## src/sv/ucl_pkg.sv

```systemverilog
// ----------------------------------------------------------------------------
// ucl_pkg
// Shared types and codes for the Unix time to local civil time pipeline.
// ----------------------------------------------------------------------------
`default_nettype none

package ucl_pkg;

  localparam logic [1:0] ST_OK       = 2'd0;
  localparam logic [1:0] ST_ZONE_BAD = 2'd1;
  localparam logic [1:0] ST_NEGATIVE = 2'd2;

  // fields that ride along unchanged from stage 1 to the output
  typedef struct packed {
    logic [1:0] status;
    logic       offset_negative;
    logic [3:0] offset_hours;
    logic [5:0] offset_mins;
    logic       utc_marker;
  } side_t;

  // handoff from the day split to the date and clock paths
  typedef struct packed {
    logic [16:0] sod;
    logic [17:0] doe;
    logic        era5;
    side_t       side;
  } front_t;

endpackage

`default_nettype wire

```

## src/sv/ucl_front.sv

```systemverilog
// ----------------------------------------------------------------------------
// ucl_front
// Stages 1-3: zone offset and local seconds, day count, second of day and
// day of era.
// ----------------------------------------------------------------------------
`default_nettype none

module ucl_front (
  input  logic            clk,
  input  logic [2:0]      en,
  input  logic [31:0]     unix_seconds,
  input  logic [6:0]      zone_quarter_hours,
  input  logic            utc_form,
  output ucl_pkg::front_t front
);
  import ucl_pkg::*;

  localparam logic signed [6:0] ZONE_MIN  = -7'sd48;
  localparam logic signed [6:0] ZONE_MAX  = 7'sd56;
  localparam logic [26:0]       DAY_RECIP = 27'd101806633;  // 2^36 / 675, rounded up
  localparam logic [32:0]       SECS_DAY  = 33'd86400;
  localparam logic [19:0]       DAY_SHIFT = 20'd719468;
  localparam logic [19:0]       ERA4      = 20'd584388;
  localparam logic [19:0]       ERA5      = 20'd730485;

  // stage 1
  logic [17:0]        zone_ext;
  logic [17:0]        zone_secs;
  logic signed [33:0] local_s;
  logic               zone_bad;
  logic [6:0]         abs_q;
  side_t              side1_next;
  logic [32:0]        local1_next;
  side_t              side1;
  logic [32:0]        local1;

  // stage 2
  logic [52:0] day_prod;
  logic [15:0] days2;
  logic [16:0] lo2;
  side_t       side2;

  // stage 3
  logic [32:0] day_secs;
  logic [19:0] z3;
  logic        era5_next;

  always_comb begin
    zone_ext  = {{11{zone_quarter_hours[6]}}, zone_quarter_hours};
    zone_secs = 18'($signed(zone_ext) * $signed(18'sd900));
    local_s   = $signed({2'b00, unix_seconds}) + $signed({{16{zone_secs[17]}}, zone_secs});
    zone_bad  = ($signed(zone_quarter_hours) < ZONE_MIN) ||
                ($signed(zone_quarter_hours) > ZONE_MAX);
    abs_q     = zone_quarter_hours[6] ? 7'(-zone_quarter_hours) : zone_quarter_hours;

    side1_next = '0;
    side1_next.utc_marker = utc_form;
    if (utc_form) begin
      local1_next = {1'b0, unix_seconds};
    end else begin
      local1_next = local_s[32:0];
      side1_next.offset_negative = zone_quarter_hours[6];
      side1_next.offset_hours    = abs_q[5:2];
      side1_next.offset_mins     = 6'(abs_q[1:0]) * 6'd15;
      if (zone_bad) begin
        side1_next.status = ST_ZONE_BAD;
      end else if (local_s[33]) begin
        side1_next.status = ST_NEGATIVE;
      end
    end
  end

  always_ff @(posedge clk) begin
    if (en[0]) begin
      side1  <= side1_next;
      local1 <= local1_next;
    end
  end

  // t / 86400 == (t >> 7) / 675
  assign day_prod = 53'(local1[32:7]) * 53'(DAY_RECIP);

  always_ff @(posedge clk) begin
    if (en[1]) begin
      days2 <= day_prod[51:36];
      lo2   <= local1[16:0];
      side2 <= side1;
    end
  end

  always_comb begin
    day_secs  = 33'(days2) * SECS_DAY;
    z3        = 20'(days2) + DAY_SHIFT;
    era5_next = (z3 >= ERA5);
  end

  always_ff @(posedge clk) begin
    if (en[2]) begin
      front.sod  <= lo2 - day_secs[16:0];
      front.doe  <= 18'(z3 - (era5_next ? ERA5 : ERA4));
      front.era5 <= era5_next;
      front.side <= side2;
    end
  end

endmodule

`default_nettype wire

```

## src/sv/ucl_date.sv

```systemverilog
// ----------------------------------------------------------------------------
// ucl_date
// Stages 4-9: day of era to year, month and day of month.
// ----------------------------------------------------------------------------
`default_nettype none

module ucl_date (
  input  logic            clk,
  input  logic [5:0]      en,
  input  ucl_pkg::front_t front,
  output logic [11:0]     year,
  output logic [3:0]      month,
  output logic [4:0]      day_of_month
);
  import ucl_pkg::*;

  localparam logic [36:0] RECIP_1460  = 37'd367720;  // 2^29 / 1460
  localparam logic [36:0] RECIP_36524 = 37'd470373;  // 2^34 / 36524
  localparam logic [36:0] RECIP_365   = 37'd367720;  // 2^27 / 365
  localparam logic [22:0] RECIP_153   = 23'd3427;    // 2^19 / 153
  localparam logic [17:0] LAST_DOE    = 18'd146096;

  function automatic logic [8:0] month_start(input logic [3:0] mp);
    logic [8:0] r;
    case (mp)
      4'd0:    r = 9'd0;
      4'd1:    r = 9'd31;
      4'd2:    r = 9'd61;
      4'd3:    r = 9'd92;
      4'd4:    r = 9'd122;
      4'd5:    r = 9'd153;
      4'd6:    r = 9'd184;
      4'd7:    r = 9'd214;
      4'd8:    r = 9'd245;
      4'd9:    r = 9'd275;
      4'd10:   r = 9'd306;
      4'd11:   r = 9'd337;
      default: r = 9'd0;
    endcase
    return r;
  endfunction

  // stage 4
  logic [36:0] pa;
  logic [36:0] pb;
  logic [7:0]  a4;
  logic [2:0]  b4;
  logic        c4;
  logic [17:0] doe4;
  logic        era4;

  // stage 5
  logic [17:0] n5;
  logic [17:0] doe5;
  logic        era5;

  // stage 6
  logic [36:0] pn;
  logic [8:0]  yoe6;
  logic [17:0] doe6;
  logic        era6;

  // stage 7
  logic [1:0]  cent;
  logic [17:0] yday;
  logic [8:0]  doy7;
  logic [8:0]  yoe7;
  logic        era7;

  // stage 8
  logic [10:0] mnum;
  logic [22:0] pm;
  logic [3:0]  mp8;
  logic [8:0]  doy8;
  logic [8:0]  yoe8;
  logic        era8;

  // stage 9
  logic [3:0]  month_next;
  logic [11:0] base_year;

  assign pa = 37'(front.doe) * RECIP_1460;
  assign pb = 37'(front.doe) * RECIP_36524;

  always_ff @(posedge clk) begin
    if (en[0]) begin
      a4   <= pa[36:29];
      b4   <= pb[36:34];
      c4   <= (front.doe == LAST_DOE);
      doe4 <= front.doe;
      era4 <= front.era5;
    end
  end

  always_ff @(posedge clk) begin
    if (en[1]) begin
      n5   <= doe4 - 18'(a4) + 18'(b4) - 18'(c4);
      doe5 <= doe4;
      era5 <= era4;
    end
  end

  assign pn = 37'(n5) * RECIP_365;

  always_ff @(posedge clk) begin
    if (en[2]) begin
      yoe6 <= pn[35:27];
      doe6 <= doe5;
      era6 <= era5;
    end
  end

  always_comb begin
    cent = 2'(yoe6 >= 9'd100) + 2'(yoe6 >= 9'd200) + 2'(yoe6 >= 9'd300);
    yday = 18'(yoe6) * 18'd365 + 18'(yoe6[8:2]) - 18'(cent);
  end

  always_ff @(posedge clk) begin
    if (en[3]) begin
      doy7 <= 9'(doe6 - yday);
      yoe7 <= yoe6;
      era7 <= era6;
    end
  end

  assign mnum = 11'(doy7) * 11'd5 + 11'd2;
  assign pm   = 23'(mnum) * RECIP_153;

  always_ff @(posedge clk) begin
    if (en[4]) begin
      mp8  <= pm[22:19];
      doy8 <= doy7;
      yoe8 <= yoe7;
      era8 <= era7;
    end
  end

  // years run March to February; January and February belong to the next one
  always_comb begin
    month_next = (mp8 < 4'd10) ? mp8 + 4'd3 : mp8 - 4'd9;
    base_year  = era8 ? 12'd2000 : 12'd1600;
  end

  always_ff @(posedge clk) begin
    if (en[5]) begin
      day_of_month <= 5'(doy8 - month_start(mp8) + 9'd1);
      month        <= month_next;
      year         <= 12'(yoe8) + base_year + 12'(mp8 >= 4'd10);
    end
  end

endmodule

`default_nettype wire

```

## src/sv/ucl_clock.sv

```systemverilog
// ----------------------------------------------------------------------------
// ucl_clock
// Stages 4-9: second of day to hour, minute and second; carries the status
// and offset fields alongside.
// ----------------------------------------------------------------------------
`default_nettype none

module ucl_clock (
  input  logic            clk,
  input  logic [5:0]      en,
  input  ucl_pkg::front_t front,
  output logic [4:0]      hour,
  output logic [5:0]      minute,
  output logic [5:0]      second,
  output ucl_pkg::side_t  side
);
  import ucl_pkg::*;

  localparam logic [34:0] RECIP_3600 = 35'd149131;  // 2^29 / 3600
  localparam logic [24:0] RECIP_60   = 25'd4370;    // 2^18 / 60

  logic [34:0] ph;
  logic [4:0]  hour4;
  logic [16:0] sod4;
  logic [4:0]  hour5;
  logic [11:0] rem5;
  logic [24:0] pm;
  logic [4:0]  hour6;
  logic [5:0]  minute6;
  logic [11:0] rem6;
  logic [4:0]  hour7;
  logic [5:0]  minute7;
  logic [5:0]  second7;
  logic [4:0]  hour8;
  logic [5:0]  minute8;
  logic [5:0]  second8;
  side_t       side_q [6];

  assign ph = 35'(front.sod) * RECIP_3600;
  assign pm = 25'(rem5) * RECIP_60;

  always_ff @(posedge clk) begin
    if (en[0]) begin
      hour4 <= ph[33:29];
      sod4  <= front.sod;
    end
    if (en[1]) begin
      hour5 <= hour4;
      rem5  <= 12'(sod4 - 17'(hour4) * 17'd3600);
    end
    if (en[2]) begin
      hour6   <= hour5;
      minute6 <= pm[23:18];
      rem6    <= rem5;
    end
    if (en[3]) begin
      hour7   <= hour6;
      minute7 <= minute6;
      second7 <= 6'(rem6 - 12'(minute6) * 12'd60);
    end
    if (en[4]) begin
      hour8   <= hour7;
      minute8 <= minute7;
      second8 <= second7;
    end
    if (en[5]) begin
      hour   <= hour8;
      minute <= minute8;
      second <= second8;
    end
  end

  always_ff @(posedge clk) begin
    if (en[0]) begin
      side_q[0] <= front.side;
    end
    for (int i = 1; i < 6; i++) begin
      if (en[i]) begin
        side_q[i] <= side_q[i-1];
      end
    end
  end

  assign side = side_q[5];

endmodule

`default_nettype wire

```

## src/sv/unix_time_to_local_civil_time.sv

```systemverilog
// ----------------------------------------------------------------------------
// unix_time_to_local_civil_time
// Unix seconds plus a quarter-hour time zone to a Gregorian date and a time
// of day, with the zone offset split into sign, hours and minutes.
//
// s_axis carries one timestamp per word: seconds and zone in tdata, the UTC
// flag in tuser. m_axis returns one result word per input word, in order,
// with the UTC flag echoed in tuser.
// Nine register stages. One word per cycle sustained while m_axis does not
// stall: every multiply in a stage is by a constant, with a few adds and
// compares around it.
// A stall on m_axis holds the last stage; earlier stages keep filling empty
// slots, and s_axis_tready drops only once the pipeline is full, so no word
// is lost or repeated.
// rst clears the stage valid bits; the pipeline comes up empty and ready.
// Unless the UTC flag is set, a bad zone or a local time before 1970 returns
// a status code with all other fields zero.
// ----------------------------------------------------------------------------
`default_nettype none

module unix_time_to_local_civil_time (
  input  logic        clk,
  input  logic        rst,
  input  logic        s_axis_tvalid,
  output logic        s_axis_tready,
  input  logic [39:0] s_axis_tdata,  // unix_seconds[31:0], zone_quarter_hours[38:32]
  input  logic        s_axis_tuser,  // utc_form
  output logic        m_axis_tvalid,
  input  logic        m_axis_tready,
  output logic [55:0] m_axis_tdata,  // status[1:0], year[13:2], month[17:14],
                                     // day_of_month[22:18], hour[27:23],
                                     // minute[33:28], second[39:34],
                                     // offset_negative[40], offset_hours[44:41],
                                     // offset_mins[50:45]
  output logic        m_axis_tuser   // utc_marker
);
  import ucl_pkg::*;

  localparam int Stages = 9;

  logic [Stages:1] valid;
  logic [Stages:1] en;
  front_t          front;
  logic [11:0]     year;
  logic [3:0]      month;
  logic [4:0]      day_of_month;
  logic [4:0]      hour;
  logic [5:0]      minute;
  logic [5:0]      second;
  side_t           side;
  logic            ok;

  always_comb begin
    en[Stages] = !valid[Stages] || m_axis_tready;
    for (int i = Stages - 1; i >= 1; i--) begin
      en[i] = !valid[i] || en[i+1];
    end
  end

  always_ff @(posedge clk) begin
    if (rst) begin
      valid <= '0;
    end else begin
      if (en[1]) begin
        valid[1] <= s_axis_tvalid;
      end
      for (int i = 2; i <= Stages; i++) begin
        if (en[i]) begin
          valid[i] <= valid[i-1];
        end
      end
    end
  end

  ucl_front u_front (
    .clk                (clk),
    .en                 (en[3:1]),
    .unix_seconds       (s_axis_tdata[31:0]),
    .zone_quarter_hours (s_axis_tdata[38:32]),
    .utc_form           (s_axis_tuser),
    .front              (front)
  );

  ucl_date u_date (
    .clk          (clk),
    .en           (en[9:4]),
    .front        (front),
    .year         (year),
    .month        (month),
    .day_of_month (day_of_month)
  );

  ucl_clock u_clock (
    .clk    (clk),
    .en     (en[9:4]),
    .front  (front),
    .hour   (hour),
    .minute (minute),
    .second (second),
    .side   (side)
  );

  assign ok            = (side.status == ST_OK);
  assign s_axis_tready = en[1];
  assign m_axis_tvalid = valid[Stages];
  assign m_axis_tuser  = ok & side.utc_marker;

  always_comb begin
    m_axis_tdata = '0;
    m_axis_tdata[1:0] = side.status;
    if (ok) begin
      m_axis_tdata[13:2]  = year;
      m_axis_tdata[17:14] = month;
      m_axis_tdata[22:18] = day_of_month;
      m_axis_tdata[27:23] = hour;
      m_axis_tdata[33:28] = minute;
      m_axis_tdata[39:34] = second;
      m_axis_tdata[40]    = side.offset_negative;
      m_axis_tdata[44:41] = side.offset_hours;
      m_axis_tdata[50:45] = side.offset_mins;
    end
  end

endmodule

`default_nettype wire

```

## config.mk

```make
export PLATFORM = sky130hd
export DESIGN_NAME = unix_time_to_local_civil_time
export DESIGN_NICKNAME = d
export VERILOG_FILES = /design/src/sv/ucl_pkg.sv /design/src/sv/ucl_front.sv /design/src/sv/ucl_date.sv /design/src/sv/ucl_clock.sv /design/src/sv/unix_time_to_local_civil_time.sv
export SDC_FILE = /design/constraint.sdc
export NUM_CORES = 2
export LEC_CHECK = 0
export BUFFER_PORTS_ARGS = -buffer_cell sky130_fd_sc_hd__buf_2
export CORE_MARGIN = 2
export CORE_UTILIZATION = 58
export CTS_CLUSTER_DIAMETER = 200
export DETAILED_ROUTE_END_ITERATION = 7
export PLACE_DENSITY = 0.75
export SETUP_SLACK_MARGIN = 0.05
export SYNTH_ARGS = -nofsm -noshare
export SYNTH_HDL_FRONTEND = slang
export SYNTH_SLANG_ARGS = --single-unit
```

## constraint.sdc

```tcl
create_clock -name clk -period 14.5 [get_ports clk]
set_clock_uncertainty 0.2 [all_clocks]
set_input_delay 2.175 -clock clk [delete_from_list [all_inputs] [get_ports clk]]
set_output_delay 2.175 -clock clk [all_outputs]
set_load 0.05 [all_outputs]
```

# Word level (Yosys, flattened, before mapping)
# Memory sizes are Yosys's and may differ from the RTL's. A register that Yosys moved wholly into a read port is not among the register bits.
# Index checks and enable logic that the tools add are counted.
# totals
input_bits	45
mem_count	2
mem_bits_rw	84
mem_bits_ro	144
wordCells	160
ff_bits	392
output_inout_bits	59
# mem_list
name	depth	width	read_ports	rd_ports_with_merged_regs	wr	line	rtl
(name not given)	16	9	1	1	0	ucl_date.sv:25	case (mp)
u_clock.side_q	6	14	6	0	6	ucl_clock.sv:37	side_t side_q [6];
# classes
n_eq_ne	1
reduce_logical	21
muxes	22
order_cmp	8
n_bitwise	1
mul	14
n_addsub	22
# op_table
operator	count
$mul 26x27->52 const B	1
$mux 49	1
$mul 18x19->37 const B	1
$add 33x18->34	1
$mul 17x18->34 const B	1
$mul 18x16->34 const B	1
$mul 18x16->33 const B	1
$mux 32	1
$mul 11x12->23 const B	1
$mul 12x12->23 const B	1
$add 16x20->20 const B	1
$ge 20x20->1 const B	1
$add 18x3->18	1
$eq 18x18->1 const B	1
$mux 18	1
$sub 18x1->18	1
$sub 18x18->18	1
$sub 18x8->18	1
$sub 17x17->17	1
$mul 16x10->10 const B	1
$mul 7x9->16 const B	1
$mux 1	13
$add 12x1->12	1
$add 9x12->12	1
35 further kinds	53

# Longest topological paths before layout
# logic_depth
depth_word	10
depth_mapped	36
ltp_nobuf	36

# Modules after synthesis
# A second synthesis with hierarchy kept.
# unflattened
cells_unflattened	4939
area_unflattened_um2	56316.5
# by_module_without_submodules
module	n_inst	cells_per_inst	area_each_um2	seq_area_each_um2
ucl_date	1	2215	25005.2	4214.0
ucl_front	1	1777	18825.6	4234.1
ucl_clock	1	839	11717.5	5585.4
unix_time_to_local_civil_time	1	108	768.2	180.2

# Worst setup path before layout
# OpenSTA, ideal clock, no wires.
# synth_path
kind	in2out
start	input m_axis_tready
end	output s_axis_tready
setup_slack_ns	4.811
arrival_ns	7.314
required_time_ns	12.125
path_buffers	1
path_stages	7
cell_sequence	nor2b_1 > and2_1 > clkbuf_1 > nand3_1 > nor2_1 > nand4_1 > or2_2
# synth_between
elab_chain_cells	9
# synth_lines
item	line	rtl
start, declared	unix_time_to_local_civil_time.sv:29	input logic m_axis_tready,
$logic_or 1x1->1	unix_time_to_local_civil_time.sv:54	en[Stages] = !valid[Stages] || m_axis_tready;
$logic_or 1x1->1 (3 in series)	unix_time_to_local_civil_time.sv:56	en[i] = !valid[i] || en[i+1];
named net en, one bit	unix_time_to_local_civil_time.sv:42	logic [Stages:1] en;
$logic_or 1x1->1 (4 in series)	unix_time_to_local_civil_time.sv:56	
named net en, one bit	unix_time_to_local_civil_time.sv:42	
$logic_or 1x1->1	unix_time_to_local_civil_time.sv:56	
end, declared	unix_time_to_local_civil_time.sv:25	output logic s_axis_tready,
# The timed path passes the listed nets, and every way through them passes these cells.

# Worst setup path in the final report
# layout_path
start	input s_axis_tdata[33]
end	register u_front.local1[31], data pin
# layout_between
elab_chain_cells	3
# layout_lines
item	line	rtl
start, declared	unix_time_to_local_civil_time.sv:26	input logic [39:0] s_axis_tdata,
$mul 7x9->16	ucl_front.sv:50	zone_secs = 18'($signed(zone_ext) * $signed(18'sd900));
$add 33x18->34	ucl_front.sv:51	local_s = $signed({2'b00, unix_seconds}) + $signed({{16{zone_secs[17]}}, zone_secs});
$mux 32	ucl_front.sv:58	if (utc_form) begin
named net u_front.local1_next[31]	ucl_front.sv:33	logic [32:0] local1_next;
end signal, assigned	ucl_front.sv:76	local1 <= local1_next;
end, declared	ucl_front.sv:35	logic [32:0] local1;
# The timed path passes the listed nets, and every way through them passes these cells.
# A chain may end at the register's enable or synchronous reset.

==> results.json <==
{
  "min_from": "u_clock.side_q[2][13]",
  "setup_violations": 0,
  "slowest_stage": "a2111oi_0",
  "cts_root_buffer": "clkbuf_16",
  "synth_async_sr_flop_share_pct": 0,
  "ios": 104,
  "rows": 112,
  "htreeDepth": 2,
  "cp.required_ns": 14.63,
  "drt-initial-drc-count": 1640,
  "die_x_um": 312,
  "status": "complete, no violations",
  "globalRouteTotalUtil_pct": 23.7,
  "cts_buffer_depth": 3,
  "gr-total-overflow": 0,
  "core_area_um2": 93500,
  "gp_congestion": 0.919,
  "synthXorXnorAreaFrac_pct": 3.45,
  "synthSimpleGateAreaFrac_pct": 3.95,
  "cts_buffers": 48,
  "die_y_um": 312,
  "cts_setup_buffers": 0,
  "wirelength_mm": 110,
  "critPathArrivalTime_ns": 8.92,
  "path_class": "in2reg",
  "yosysSeqAreaShare_pct": 25.6,
  "slew_viol_final": 0,
  "critPathBufInv": 6,
  "ys.flop_type": "edfxtp_1",
  "design.die.area_um2": 97000,
  "dp_cells": 6064,
  "syn_area_um2": 54800,
  "fin_crit_ns": 8.79,
  "yosysWarnings": 0,
  "cts_sinks": 472,
  "cts_resized": 0,
  "utilization_pct": 62.8,
  "synth_seq_cells": 472,
  "via_count": 32600,
  "synthCells": 4709,
  "synth_compound_area_share_pct": 5.39,
  "cts_hold_buf": 0,
  "slew_headroom_pct": 15.4,
  "crit_path_start_kind": "input port",
  "synthAdderAreaFrac_pct": 53.1,
  "fin_crit_sh_pct": 60.6,
  "holdPathEnd": "u_clock.side_q[3][13]",
  "nFillCells": 7195,
  "multi_input_comb_area_um2": 36300,
  "stdcell_area_um2": 58700,
  "antenna_found_initial": 6,
  "regArea_um2": 14000,
  "synth_cell_type_count": 77,
  "reg2reg_from": "u_date.doy7[1]",
  "post_dp_cell_area_um2": 57000,
  "dpl.hpwl_mm": 91.5,
  "port_buffers": 97,
  "syn2layout_area_growth_pct": 7.00,
  "cts_tree": "done",
  "cts.reportedPaths.clkPinSlew_ns": 0.06,
  "crit_fanout": 19,
  "syn_area_per_cell_um2": 11.6,
  "initial_utilization_pct": 58.7,
  "hold_viol": 0,
  "grt_max_degree": 69,
  "synth_top_family_by_area": "adder cells",
  "grt_pass1_vias": 35400,
  "tightestPinTransition_ns": 1.26,
  "finalNonFillerCells": 6154,
  "layout-drive-gt1-share_pct": 4.86,
  "ant_nets": 0,
  "viasPerCell": 5.30,
  "worstHoldPathType": "reg2reg",
  "cp-end-kind": "flip-flop",
  "grt_pass1_wl_mm": 183,
  "clk_latency_ns": 0.60,
  "nets": 6828,
  "rsz0062_at_grt": "false",
  "whs_path_depth": 0,
  "drv_cap": 0,
  "drtPass1Iterations": 8,
  "worst-r2r-cell-count": 34,
  "tns_ns": 0,
  "crit_family": "compound AO/OA/AOI/OAI gates",
  "drc": 0,
  "clock.fmax_mhz": 114,
  "synth_edf_count": 458,
  "cp_slowest_stage_delay_ns": 0.73,
  "synth_mux_area_share_pct": 0.230,
  "r2r_setup_slack_ns": 6.25,
  "wl_per_cell_um": 17.8
}
-- cell type report --
class / count / share of cell area, %
Clock inverter: 32 / 0.721
Sequential cell: 472 / 23.9
Timing Repair Buffer: 121 / 1.13
Antenna cell: 1 / 0.00426
Tap cell: 1254 / 2.67
Multi-Input combinational cell: 3037 / 61.8
Clock buffer: 57 / 2.16
Inverter: 1180 / 7.55
-- placed cells by master (no fill, tap or decap), types with 21 or more instances in the layout --
cell	count
a21o_1	62
a21oi_1	128
and2_1	59
buf_2	97
buf_4	24
clkbuf_16	48
edfxtp_1	458
fa_1	674
ha_1	1249
inv_1	1177
nand2_1	106
nand2b_1	22
nand3_1	26
nor2_1	98
nor2b_1	32
nor3_1	31
o21ai_0	89
o21bai_1	21
xnor2_1	148
xor2_1	68
-- metal layers --
metal / global-route usage, % / vias up / share of wire (%)
li1: - / 15700 / -
met1: 31.9 / 16100 / 44
met2: 41.1 / 672 / 49
met3: 3.07 / 139 / 4.9
met4: 5.01 / 0 / 1.9
met5: 0 / - / 0
-- worst reg2reg max path: cells and delay by family, from the launching register on --
| family | cells | cell delay, ns |
|---|---|---|
| AO/OA/AOI/OAI | 12 | 2.64 |
| buffers and inverters | 6 | 0.54 |
| adder cells (fa/ha/maj) | 9 | 3.18 |
| XOR/XNOR | 2 | 0.46 |
| flip-flops | 1 | 0.49 |
| AND/OR/NAND/NOR | 5 | 0.63 |
-- flip-flops by register name (all words and copies together) (netlist names), 8 cells and up, named ones only --
name            count
u_clock.side_q     78
u_front.front      49
u_front.local1     33
u_date.doe4        18
u_date.n5          18
u_front.lo2        17
u_front.days2      16
u_front.side1      13
u_front.side2      13
u_clock.rem5       12
u_clock.sod4       12
u_date.year        12
u_date.doe5         9
u_date.doe6         9
u_date.doy7         9
u_date.yoe6         9
u_date.yoe7         9
u_date.yoe8         9
valid               9
u_date.a4           8
-- through the flow --
step                setup WS [ns]  hold slack [ns]
finish                       5.71            0.215
global route                 5.40            0.220
CTS                          5.83            0.215
detailed placement           5.17            0.205
global placement             5.27            0.201
floorplan                    4.81            0.200
-- synthesized netlist by cell type (4+ instances only) --
library cell | n | share of area [%]
ha_1 | 1249 | 28
inv_1 | 1179 | 8.1
fa_1 | 674 | 25
edfxtp_1 | 458 | 25
xnor2_1 | 148 | 2.4
a21oi_1 | 128 | 1.2
nand2_1 | 108 | 0.74
nor2_1 | 99 | 0.68
o21ai_0 | 89 | 0.81
xor2_1 | 68 | 1.1
a21o_1 | 62 | 0.85
and2_1 | 59 | 0.67
nor2b_1 | 32 | 0.37
nor3_1 | 31 | 0.28
nand3_1 | 28 | 0.26
nand2b_1 | 22 | 0.25
o21bai_1 | 21 | 0.29
a211oi_1 | 20 | 0.27
o21a_1 | 19 | 0.26
clkbuf_1 | 14 | 0.096
dfxtp_1 | 14 | 0.51
nand4_1 | 14 | 0.16
o211ai_1 | 11 | 0.15
and3_1 | 10 | 0.11
or3_1 | 9 | 0.10
a31oi_1 | 8 | 0.091
buf_4 | 8 | 0.11
and4_1 | 7 | 0.11
mux2i_1 | 7 | 0.13
a211o_1 | 6 | 0.096
a21boi_0 | 6 | 0.082
o31ai_1 | 6 | 0.082
a2111oi_0 | 5 | 0.080
a41o_1 | 5 | 0.091
mux2_2 | 5 | 0.10
nor4_1 | 5 | 0.057
o2111ai_1 | 5 | 0.080
o21ai_1 | 5 | 0.046
or2_2 | 5 | 0.057
o31a_1 | 4 | 0.064
o41ai_1 | 4 | 0.064
o41ai_2 | 4 | 0.12
-- kinds of logic (layout without fill, tap and decap cells) --
group / after synthesis / after routing
AOI/OAI and AO/OA: 445 / 445
xor gates and xnor gates: 216 / 216
adders and majority gates: 1923 / 1923
buffers and inverters: 1204 / 1390
DFF: 472 / 472
muxes: 12 / 12
other: 1 / 6
and+or+nand+nor: 436 / 436
-- worst max-delay path by stage --
stage,start,end,slack (ns),depth (start not counted)
floorplan,m_axis_tready,s_axis_tready,4.81,7
global placement,s_axis_tdata[33],u_front.local1[31],5.27,29
detailed placement,s_axis_tdata[33],u_front.local1[31],5.17,29
CTS,s_axis_tdata[33],u_front.local1[31],5.83,29
global route,s_axis_tdata[33],u_front.local1[30],5.40,29
finish,s_axis_tdata[33],u_front.local1[31],5.71,29
Power is left out: the tool's default activity adds up to more than one toggle a clock period on the data nets, which glitch-free logic cannot reach.
